--- src/rtl/dpvae_pkg.sv ---
// Shared types and constants for the dual potentiometer valve angle estimator.
package dpvae_pkg;

  // Default sample width of both potentiometer channels.
  localparam int SAMPLE_BITS_DEF = 12;

  // Calibration register reset values.
  localparam int ZERO_RESET        = 423;
  localparam int LOW_NINETY_RESET  = 1998;
  localparam int HIGH_NINETY_RESET = 423;
  localparam int FULL_RESET        = 1998;

  // Calibration register indexes.
  localparam logic [1:0] REG_ZERO        = 2'd0;
  localparam logic [1:0] REG_LOW_NINETY  = 2'd1;
  localparam logic [1:0] REG_HIGH_NINETY = 2'd2;
  localparam logic [1:0] REG_FULL        = 2'd3;

  // Arithmetic constants.
  localparam int CAL_SCALE      = 1000;   // increment scale
  localparam int DEG_SPAN       = 90;     // degrees covered by one range
  localparam int TENTHS_SCALE   = 10000;  // scale of the tenths numerator
  localparam int TENTHS_CAP     = 900;    // tenths at which the cap applies
  localparam int LOW_CAP_DEG    = 89;
  localparam int HIGH_CAP_DEG   = 90;
  localparam int HIGH_BASE      = 90;
  localparam int FULL_SCALE_DEG = 180;
  localparam int ROUND_HALF     = 5;
  localparam int RECIP_TEN      = 205;    // x/10 == (x*205)>>11 for x below 1029
  localparam int RECIP_SHIFT    = 11;

  // Window limits.
  localparam int WIN_MARGIN     = 100;
  localparam int LOW_HIGH_ABOVE = 1500;
  localparam int LOW_HIGH_BELOW = 1300;
  localparam int HIGH_LOW_GUARD = 1200;

  // Range selection reported with each result.
  typedef enum logic [1:0] {
    RANGE_HELD = 2'd0,
    RANGE_LOW  = 2'd1,
    RANGE_HIGH = 2'd2
  } range_e;

  // Sequencer states.
  typedef enum logic [3:0] {
    ST_IDLE,
    ST_SELECT,
    ST_SCALE,
    ST_INC,
    ST_TEN_GO,
    ST_TEN_WAIT,
    ST_ROUND,
    ST_EMIT
  } state_e;

  // Status of the divider.
  typedef struct packed {
    logic busy;
    logic done;
  } div_stat_t;

endpackage

--- src/rtl/dpvae_div.sv ---
// Restoring divider, one quotient bit per cycle.
module dpvae_div #(
  parameter int NW = 26,
  parameter int DW = 16
) (
  input  logic                 clk_i,
  input  logic                 rst_ni,
  input  logic                 start_i,
  input  logic [NW-1:0]        num_i,
  input  logic [DW-1:0]        den_i,
  output logic [NW-1:0]        quot_o,
  output dpvae_pkg::div_stat_t stat_o
);

  localparam int CNTW = $clog2(NW + 1);

  logic [DW-1:0]   rem_q, rem_d;
  logic [NW-1:0]   acc_q, acc_d;
  logic [DW-1:0]   den_q, den_d;
  logic [CNTW-1:0] cnt_q, cnt_d;
  logic            busy_q, busy_d;
  logic            done_q, done_d;
  logic [DW:0]     trial;
  logic [DW:0]     sub;
  logic            ge;

  // One trial subtraction of the divisor from the shifted remainder.
  assign trial = {rem_q, acc_q[NW-1]};
  assign sub   = trial - {1'b0, den_q};
  assign ge    = (trial >= {1'b0, den_q});

  always_comb begin
    rem_d  = rem_q;
    acc_d  = acc_q;
    den_d  = den_q;
    cnt_d  = cnt_q;
    busy_d = busy_q;
    done_d = 1'b0;
    if (start_i) begin
      rem_d  = '0;
      acc_d  = num_i;
      den_d  = den_i;
      cnt_d  = CNTW'(NW);
      busy_d = 1'b1;
    end else if (busy_q) begin
      rem_d = ge ? sub[DW-1:0] : trial[DW-1:0];
      acc_d = {acc_q[NW-2:0], ge};
      cnt_d = cnt_q - CNTW'(1);
      if (cnt_q == CNTW'(1)) begin
        busy_d = 1'b0;
        done_d = 1'b1;
      end
    end
  end

  // Control state.
  always_ff @(posedge clk_i or negedge rst_ni) begin
    if (!rst_ni) begin
      busy_q <= 1'b0;
      done_q <= 1'b0;
      cnt_q  <= '0;
    end else begin
      busy_q <= busy_d;
      done_q <= done_d;
      cnt_q  <= cnt_d;
    end
  end

  // Datapath registers.
  always_ff @(posedge clk_i) begin
    rem_q <= rem_d;
    acc_q <= acc_d;
    den_q <= den_d;
  end

  assign quot_o      = acc_q;
  assign stat_o.busy = busy_q;
  assign stat_o.done = done_q;

endmodule

--- src/rtl/dual_pot_valve_angle_estimator_top.sv ---
// Top level of the dual potentiometer valve angle estimator with its sequencer.
//
// Channel   Direction  Handshake                 Contents
// s_axis    in         tvalid/tready             tdata: sample_low, sample_high
// m_axis    out        tvalid/tready             tdata: angle_deg, report_angle; tuser: range
// cfg       in         cfg_we_i, no back-pressure cfg_addr_i, cfg_wdata_i
//
// An item that needs the division waits on the bit-serial divider for its result. An item
// with no window goes from the range selection straight to rounding, and one with a sample
// or an end point at or below the range start skips the increment and the division.
// Reset clears the calibration registers to their defaults and the held angle to zero.
// One item is in work at a time; a new request is taken once the result is loaded into
// the output register, which holds it while the output side stalls.
module dual_pot_valve_angle_estimator_top #(
  parameter int SAMPLE_BITS = dpvae_pkg::SAMPLE_BITS_DEF,
  localparam int IN_W = ((2 * SAMPLE_BITS + 7) / 8) * 8
) (
  input  logic                   clk_i,
  input  logic                   rst_ni,
  // [SAMPLE_BITS-1:0] sample_low, [2*SAMPLE_BITS-1:SAMPLE_BITS] sample_high
  input  logic [IN_W-1:0]        s_axis_tdata_i,
  input  logic                   s_axis_tvalid_i,
  output logic                   s_axis_tready_o,
  // [7:0] angle_deg, [15:8] report_angle
  output logic [15:0]            m_axis_tdata_o,
  // [1:0] range_used
  output logic [1:0]             m_axis_tuser_o,
  output logic                   m_axis_tvalid_o,
  input  logic                   m_axis_tready_i,
  input  logic                   cfg_we_i,
  input  logic [1:0]             cfg_addr_i,
  input  logic [SAMPLE_BITS-1:0] cfg_wdata_i
);

  localparam int SB = SAMPLE_BITS;
  localparam int NW = SB + 14;
  localparam int DW = SB + 4;
  localparam int CW = SB + 12;
  // Scaled span width, reciprocal width and shift of the increment multiplication.
  localparam int MW = SB + 10;
  localparam int RW = SB + 11;
  localparam int INC_SHIFT = SB + 17;
  localparam longint INC_RECIP = ((longint'(1) << INC_SHIFT) +
                                  longint'(dpvae_pkg::DEG_SPAN) - 1) /
                                 longint'(dpvae_pkg::DEG_SPAN);

  // Calibration registers.
  logic [SB-1:0] zero_q, low90_q, high90_q, full_q;

  always_ff @(posedge clk_i or negedge rst_ni) begin
    if (!rst_ni) begin
      zero_q   <= SB'(dpvae_pkg::ZERO_RESET);
      low90_q  <= SB'(dpvae_pkg::LOW_NINETY_RESET);
      high90_q <= SB'(dpvae_pkg::HIGH_NINETY_RESET);
      full_q   <= SB'(dpvae_pkg::FULL_RESET);
    end else if (cfg_we_i) begin
      case (cfg_addr_i)
        dpvae_pkg::REG_ZERO:        zero_q   <= cfg_wdata_i;
        dpvae_pkg::REG_LOW_NINETY:  low90_q  <= cfg_wdata_i;
        dpvae_pkg::REG_HIGH_NINETY: high90_q <= cfg_wdata_i;
        dpvae_pkg::REG_FULL:        full_q   <= cfg_wdata_i;
        default: ;
      endcase
    end
  end

  dpvae_pkg::state_e state_q, state_d;
  dpvae_pkg::range_e range_q, range_d;
  logic              skip_q, skip_d;
  logic [7:0]        held_q, held_d;
  logic              mvalid_q, mvalid_d;

  logic [SB-1:0] sl_q, sl_d, sh_q, sh_d;
  logic [SB-1:0] diff_q, diff_d, delta_q, delta_d;
  logic [NW-1:0] num_q, num_d;
  logic [DW-1:0] inc_q, inc_d;
  logic [NW-1:0] tenths_q, tenths_d;
  logic [7:0]    angle_q, angle_d;
  logic [7:0]    out_angle_q, out_angle_d, out_report_q, out_report_d;
  logic [1:0]    out_range_q, out_range_d;

  logic                 div_start;
  logic [NW-1:0]        div_quot;
  dpvae_pkg::div_stat_t div_stat;

  logic [CW-1:0]    s0x, s1x, zx, l90x, h90x, fullx;
  logic             low_win, high_win;
  logic [SB-1:0]    sel_start, sel_end, sel_samp;
  logic [MW+RW-1:0] inc_prod;
  logic [18:0]      rnd_prod;
  logic [7:0]       rnd_deg;
  logic             at_cap;
  logic [15:0]      rep_prod;
  logic [4:0]       rep_tens;
  logic             out_free;

  // Window tests on widened values so the margins cannot wrap.
  assign s0x   = CW'(sl_q);
  assign s1x   = CW'(sh_q);
  assign zx    = CW'(zero_q);
  assign l90x  = CW'(low90_q);
  assign h90x  = CW'(high90_q);
  assign fullx = CW'(full_q);

  assign low_win  = (s0x <= l90x) && (s0x + CW'(dpvae_pkg::WIN_MARGIN) >= zx) &&
                    ((s1x > CW'(dpvae_pkg::LOW_HIGH_ABOVE)) ||
                     (s1x < CW'(dpvae_pkg::LOW_HIGH_BELOW)));
  assign high_win = (s1x >= h90x) && (s1x <= fullx + CW'(dpvae_pkg::WIN_MARGIN)) &&
                    ((s0x >= l90x) || (s0x <= CW'(dpvae_pkg::HIGH_LOW_GUARD)));

  // End points of the chosen range; the high range wins.
  assign sel_start = high_win ? high90_q : zero_q;
  assign sel_end   = high_win ? full_q   : low90_q;
  assign sel_samp  = high_win ? sh_q     : sl_q;

  // Increment: the scaled span over ninety by reciprocal multiplication, exact for
  // every span that the sample width allows.
  assign inc_prod = (MW+RW)'(num_q[MW-1:0]) * (MW+RW)'(INC_RECIP);

  // Rounding of tenths to whole degrees by reciprocal multiplication.
  assign rnd_prod = (19'(tenths_q[9:0]) + 19'(dpvae_pkg::ROUND_HALF)) *
                    19'(dpvae_pkg::RECIP_TEN);
  assign rnd_deg  = 8'(rnd_prod >> dpvae_pkg::RECIP_SHIFT);
  assign at_cap   = (tenths_q >= NW'(dpvae_pkg::TENTHS_CAP));

  // Angle rounded to tens: quotient by ten, then times ten by shifts.
  assign rep_prod = (16'(angle_q) + 16'(dpvae_pkg::ROUND_HALF)) *
                    16'(dpvae_pkg::RECIP_TEN);
  assign rep_tens = 5'(rep_prod >> dpvae_pkg::RECIP_SHIFT);

  assign out_free = !mvalid_q || m_axis_tready_i;

  // Divider for the tenths.
  assign div_start = (state_q == dpvae_pkg::ST_TEN_GO);

  dpvae_div #(
    .NW(NW),
    .DW(DW)
  ) u_div (
    .clk_i  (clk_i),
    .rst_ni (rst_ni),
    .start_i(div_start),
    .num_i  (num_q),
    .den_i  (inc_q),
    .quot_o (div_quot),
    .stat_o (div_stat)
  );

  // Sequencer next state and datapath loads.
  always_comb begin
    state_d      = state_q;
    range_d      = range_q;
    skip_d       = skip_q;
    held_d       = held_q;
    mvalid_d     = mvalid_q;
    sl_d         = sl_q;
    sh_d         = sh_q;
    diff_d       = diff_q;
    delta_d      = delta_q;
    num_d        = num_q;
    inc_d        = inc_q;
    tenths_d     = tenths_q;
    angle_d      = angle_q;
    out_angle_d  = out_angle_q;
    out_report_d = out_report_q;
    out_range_d  = out_range_q;
    if (mvalid_q && m_axis_tready_i) begin
      mvalid_d = 1'b0;
    end
    case (state_q)
      dpvae_pkg::ST_IDLE: begin
        if (s_axis_tvalid_i) begin
          sl_d    = s_axis_tdata_i[SB-1:0];
          sh_d    = s_axis_tdata_i[2*SB-1:SB];
          state_d = dpvae_pkg::ST_SELECT;
        end
      end
      dpvae_pkg::ST_SELECT: begin
        range_d = high_win ? dpvae_pkg::RANGE_HIGH :
                  (low_win ? dpvae_pkg::RANGE_LOW : dpvae_pkg::RANGE_HELD);
        skip_d  = (sel_end <= sel_start) || (sel_samp <= sel_start);
        diff_d  = sel_end - sel_start;
        delta_d = sel_samp - sel_start;
        state_d = (high_win || low_win) ? dpvae_pkg::ST_SCALE : dpvae_pkg::ST_ROUND;
      end
      dpvae_pkg::ST_SCALE: begin
        num_d   = NW'(diff_q) * NW'(dpvae_pkg::CAL_SCALE);
        state_d = skip_q ? dpvae_pkg::ST_ROUND : dpvae_pkg::ST_INC;
      end
      dpvae_pkg::ST_INC: begin
        inc_d   = inc_prod[INC_SHIFT +: DW];
        num_d   = NW'(delta_q) * NW'(dpvae_pkg::TENTHS_SCALE);
        state_d = dpvae_pkg::ST_TEN_GO;
      end
      dpvae_pkg::ST_TEN_GO: begin
        state_d = dpvae_pkg::ST_TEN_WAIT;
      end
      dpvae_pkg::ST_TEN_WAIT: begin
        if (div_stat.done) begin
          tenths_d = div_quot;
          state_d  = dpvae_pkg::ST_ROUND;
        end
      end
      dpvae_pkg::ST_ROUND: begin
        case (range_q)
          dpvae_pkg::RANGE_LOW: begin
            angle_d = skip_q ? 8'd0 :
                      (at_cap ? 8'(dpvae_pkg::LOW_CAP_DEG) : rnd_deg);
          end
          dpvae_pkg::RANGE_HIGH: begin
            angle_d = 8'(dpvae_pkg::HIGH_BASE) + (skip_q ? 8'd0 :
                      (at_cap ? 8'(dpvae_pkg::HIGH_CAP_DEG) : rnd_deg));
          end
          default: begin
            angle_d = held_q;
          end
        endcase
        state_d = dpvae_pkg::ST_EMIT;
      end
      dpvae_pkg::ST_EMIT: begin
        if (out_free) begin
          held_d       = angle_q;
          out_angle_d  = angle_q;
          out_report_d = {rep_tens[4:0], 3'b000} + {2'b00, rep_tens[4:0], 1'b0};
          out_range_d  = range_q;
          mvalid_d     = 1'b1;
          state_d      = dpvae_pkg::ST_IDLE;
        end
      end
      default: begin
        state_d = dpvae_pkg::ST_IDLE;
      end
    endcase
  end

  // Control state.
  always_ff @(posedge clk_i or negedge rst_ni) begin
    if (!rst_ni) begin
      state_q  <= dpvae_pkg::ST_IDLE;
      range_q  <= dpvae_pkg::RANGE_HELD;
      skip_q   <= 1'b0;
      held_q   <= '0;
      mvalid_q <= 1'b0;
    end else begin
      state_q  <= state_d;
      range_q  <= range_d;
      skip_q   <= skip_d;
      held_q   <= held_d;
      mvalid_q <= mvalid_d;
    end
  end

  // Payload registers.
  always_ff @(posedge clk_i) begin
    sl_q         <= sl_d;
    sh_q         <= sh_d;
    diff_q       <= diff_d;
    delta_q      <= delta_d;
    num_q        <= num_d;
    inc_q        <= inc_d;
    tenths_q     <= tenths_d;
    angle_q      <= angle_d;
    out_angle_q  <= out_angle_d;
    out_report_q <= out_report_d;
    out_range_q  <= out_range_d;
  end

  assign s_axis_tready_o = (state_q == dpvae_pkg::ST_IDLE);
  assign m_axis_tvalid_o = mvalid_q;
  assign m_axis_tdata_o  = {out_report_q, out_angle_q};
  assign m_axis_tuser_o  = out_range_q;

`ifndef SYNTH
  // The divider is never busy while a new request can be taken.
  a_idle_div: assert property (@(posedge clk_i) disable iff (!rst_ni)
    s_axis_tready_o |-> !div_stat.busy)
    else $error("divider busy while idle");

  // A divider result only arrives while the sequencer waits for it.
  a_done_wait: assert property (@(posedge clk_i) disable iff (!rst_ni)
    div_stat.done |-> (state_q == dpvae_pkg::ST_TEN_WAIT))
    else $error("divider result outside a wait state");

  // A high range result never lies below ninety degrees.
  a_high_floor: assert property (@(posedge clk_i) disable iff (!rst_ni)
    (m_axis_tvalid_o && m_axis_tuser_o == dpvae_pkg::RANGE_HIGH) |->
    (m_axis_tdata_o[7:0] >= 8'(dpvae_pkg::HIGH_BASE)))
    else $error("high range angle below ninety");

  // Results stay within the angle span.
  a_full_scale: assert property (@(posedge clk_i) disable iff (!rst_ni)
    m_axis_tvalid_o |-> (m_axis_tdata_o[7:0] <= 8'(dpvae_pkg::FULL_SCALE_DEG)))
    else $error("angle beyond full scale");

  // A held result repeats the angle of the previous result.
  a_held_repeat: assert property (@(posedge clk_i) disable iff (!rst_ni)
    (state_q == dpvae_pkg::ST_EMIT && out_free && range_q == dpvae_pkg::RANGE_HELD) |=>
    (m_axis_tdata_o[7:0] == $past(held_q)))
    else $error("held angle changed");
`endif

endmodule
--- config.mk ---
export PLATFORM = sky130hd
export DESIGN_NAME = dual_pot_valve_angle_estimator_top
export DESIGN_NICKNAME = d
export VERILOG_FILES = /design/src/rtl/dpvae_pkg.sv /design/src/rtl/dpvae_div.sv /design/src/rtl/dual_pot_valve_angle_estimator_top.sv
export SDC_FILE = /design/constraint.sdc
export NUM_CORES = 1
export LEC_CHECK = 0
export ABC_AREA = 1
export BUFFER_PORTS_ARGS = -buffer_cell sky130_fd_sc_hd__buf_2
export CAP_MARGIN = 20
export CELL_PAD_IN_SITES_DETAIL_PLACEMENT = 1
export CELL_PAD_IN_SITES_GLOBAL_PLACEMENT = 1
export CORE_UTILIZATION = 46
export DETAILED_ROUTE_END_ITERATION = 6
export HOLD_SLACK_MARGIN = 0.02
export PLACE_DENSITY = 0.75
export REMOVE_ABC_BUFFERS = 1
export SYNTH_ARGS = -nofsm -noshare
export SYNTH_HDL_FRONTEND = slang
export SYNTH_SLANG_ARGS = --single-unit
--- constraint.sdc ---
create_clock -name clk_i -period 6.1 [get_ports clk_i]
set_input_delay 0.61 -clock clk_i [delete_from_list [all_inputs] [get_ports clk_i]]
set_output_delay 0.61 -clock clk_i [all_outputs]
set_load 0.01 [all_outputs]
==> implementation parameters <==
Parameter                              Value

Logic synthesis
  Number of synthesis warnings    0
  Area of the mapped netlist    0.02685 mm²
  Post-synthesis sequential area ratio    27.97%
  Fraction of registers with async set/reset    26.32%
  Post-Synth Adder-Cell Area    37.04%
  Number of instances in the synthesized netlist    2996
  Post-synthesis register bit count    around 270
  Post-synthesis compound-gate area fraction    9.374%
  Share of synthesized area spent on multiplexers    0.03727%
  Synthesized-area fraction occupied by xor and xnor cells    between 3 and 4%
  Main combinational cell family by area after synthesis    adder cells
  Distinct cells, synth    61
  Number of enable flip-flop cells after synthesis    between 150 and 200
  Commonest register cell after synthesis    sky130_fd_sc_hd__edfxtp_1
  Simple-gate portion of the synthesized area    13.35%
  Post-synthesis area per instance    between 8 and 9 µm²

Clock tree
  Later-pin clock latency in the skew report    0.55 ns
  CTS clk-pin slew, worst paths    0.06 ns
  CTS root buffer    sky130_fd_sc_hd__clkbuf_16
  Maximum clock path buffer count    3
  CTS tree    yes
  Sink Count    between 200 and 300
  Clock H-tree levels    2
  Hold-fix buffers, CTS    0
  Number of clock buffers inserted by TritonCTS    34

Routing
  Initial DRC Count    1011
  Antenna Nets Post-Route    0
  Vias per inst    ~5.3
  Drt first pass iters    5
  Final WL    71560 µm
  DRC violations left    0
  Routed vias    20500
  Wire length per cell    18.49 µm

Worst setup path
  Cell repeated most along the worst path    sky130_fd_sc_hd__fa_1
  Arrival time at the worst endpoint    6.11 ns
  Launch point of the worst reg-to-reg path    num_q[16]$_DFFE_PP_
  Largest stage delay on the critical path    0.55 ns
  Type of element capturing the critical path    flip-flop
  Kind of critical path    flip-flop to flip-flop
  Ordered list of cells on the worst path    ha_1 > inv_1 > fa_1 > inv_1 > fa_1 > inv_1 > fa_1 > inv_1 > fa_1 > fa_1 > ha_1 > ha_1 > nand2_1 > nor4_1 > nand3_1 > nand3_1 > a21o_1 > nand2_1 > nand3_1 > nand2_1
  CP Launch Point    num_q[16]$_DFFE_PP_
  Critical path data required time    between 6 and 7 ns
  Max FO, Critical Path    6
  Launching element type of the critical path    flip-flop
  Buffers and inverters on the worst path    4
  Max stage delay cell, worst path    sky130_fd_sc_hd__fa_1
  Cell family contributing the most delay on the critical path    adder cells

Timing
  Clock skew    0.02930 ns
  Worst hold-check slack    about 0.21 ns
  Post-layout minimum cycle time    5.826 ns
  Fmax    171.6 MHz
  Measured slew at the worst slew-check pin    about 1.0 ns
  Hold Fails Final Rpt    0
  Slew Limit Headroom    30.24%
  Max Slew Vio Count    0
  Final period utilization    95.51%
  Worst Setup Slack, final    0.2738 ns
  Final setup viols    0

Floorplanning
  Die extent in y    243.6 µm
  Core region area    0.05770 mm²
  Number of cell rows    88
  Initial Util    46.55%
  # IOs    63
  Die ar.    0.05935 mm²
  Die extent in x    243.6 µm

Flow run
  Maxcap violations    0

Global routing
  Vias in the first global route    22120
  Total global routing track utilization    24.55%
  GRT overflow    0
  Maximum number of pins on one net before global-route repair    approximately 70
  Global-route wire length before repair    116300 µm
  Number of antenna violations at the first check in global routing    0

Layout
  Area Growth Syn to Fin    9.071%
  Top library cells by usage in the layout, fill and taps aside    584 x sky130_fd_sc_hd__inv_1, 549 x sky130_fd_sc_hd__nand2_1, 475 x sky130_fd_sc_hd__ha_1
  Final instance area    approximately 0.03 mm²
  Count of fill cells added during filler insertion    around 6800
  Area of the multi-input gates    roughly 0.017 mm²
  Nets    3798
  Reg area    0.007512 mm²
  Diodes inserted    0
  Layout cells sized above 1    6.538%
  Most common library cell in the layout ignoring fill and taps    sky130_fd_sc_hd__inv_1

Placed design
  Area after DPL    0.02809 mm²
  HPWL after DPL    59510 µm
  Setup slack after placement    -0.04369 ns
  Count of buffers inserted at the top-level ports    61
  Routability cong.    0.9156

Status
  Status    complete, no violations

Worst hold path
  Worst hold path type    primary input to asynchronous set/reset pin
-- path summary, 6_finish.rpt --
path                            slack, ns  depth (start not counted)                        end
worst max register to register       0.27                         20        inc_q[13]$_DFFE_PP_
worst min-delay path                 0.21                          1     low90_q[0]$_DFFE_PN0P_
worst max-delay path                 0.27                         20        inc_q[13]$_DFFE_PP_
worst min register to register       0.42                          0  u_div.den_q[10]$_DFFE_PP_
min in group clk_i                   0.24                          1          sl_q[0]$_DFFE_PP_
max in group asynchronous            5.19                          1     u_div.done_q$_DFF_PN0_
-- layer usage --
layer	track usage (%)	vias to the layer above	part of all wire, %	wire [µm]
li1	-	9981	-	-
met1	34.50	10160	48	34230
met2	40.18	290	47	33430
met3	3.712	72	4.0	2828
met4	4.816	0	1.5	1069
met5	0	-	0	0
-- area by class of cell --
cell class | instances | area share [%]
inverter | 588 | 7.535
clock inverter | 17 | 0.4101
clock buffer | 44 | 3.246
tap | 765 | 3.268
sequential | 266 | 25.65
multi-input combinational | 2108 | 58.24
timing repair buffer | 82 | 1.657
-- cell usage after synthesis, types with 7 or more instances --
cell	count	area, µm²
sky130_fd_sc_hd__xor2_1	62	543.0
sky130_fd_sc_hd__a31oi_1	16	100.1
sky130_fd_sc_hd__clkbuf_1	20	75.07
sky130_fd_sc_hd__o211ai_1	14	105.1
sky130_fd_sc_hd__buf_2	7	35.03
sky130_fd_sc_hd__nand4_1	24	150.1
sky130_fd_sc_hd__nor2_1	146	548.0
sky130_fd_sc_hd__fa_1	200	4004
sky130_fd_sc_hd__dfxtp_1	16	320.3
sky130_fd_sc_hd__xnor2_1	41	359.1
sky130_fd_sc_hd__edfxtp_1	180	5405
sky130_fd_sc_hd__nand2_1	549	2061
sky130_fd_sc_hd__dfrtp_1	42	1051
sky130_fd_sc_hd__nand3b_1	10	75.07
sky130_fd_sc_hd__nand3_1	85	425.4
sky130_fd_sc_hd__o21ai_1	36	180.2
sky130_fd_sc_hd__nor4_1	7	43.79
sky130_fd_sc_hd__a21oi_1	181	905.9
sky130_fd_sc_hd__nor3_1	24	120.1
sky130_fd_sc_hd__ha_1	475	5943
sky130_fd_sc_hd__dfstp_2	28	735.7
sky130_fd_sc_hd__inv_1	585	2196
sky130_fd_sc_hd__a21o_1	11	82.58
sky130_fd_sc_hd__o21ai_0	166	830.8
-- state kept, by name, indices dropped and copies added (netlist names), 12 cells and up --
register	count
delta_q	12
diff_q	12
full_q	12
high90_q	12
inc_q	16
low90_q	12
num_q	23
sh_q	12
sl_q	12
tenths_q	26
u_div.den_q	16
u_div.quot_o	26
u_div.rem_q	16
zero_q	12
-- cells by family (layout without fill, tap and decap cells) --
family / count (synthesis) / in the layout
buf+inv: 622 / 731
xor+xnor: 103 / 103
compound gates: 462 / 462
fa+ha+maj: 675 / 675
other cells: 1 / 1
flops: 266 / 266
simple gates: 866 / 866
mux: 1 / 1
-- stage by stage --
stage               util (%)  cells  TNS [ns]
floorplan                  -   2962         0
global placement       48.69   3803         0
detailed placement     48.69   3803  -0.04369
CTS                    50.56   3864         0
global route           50.77   3870  -0.08009
finish                 50.77   3870         0
-- repair_timing --
item                                    4_1_cts  5_1_grt
resized for setup                             2       13
buffers inserted                              0        5
pin swaps                                     0        1
endpoints found under the setup margin        1       10
Power is not shown: default switching activity piles up to over one toggle a cycle in this logic, so the estimate is an artifact.
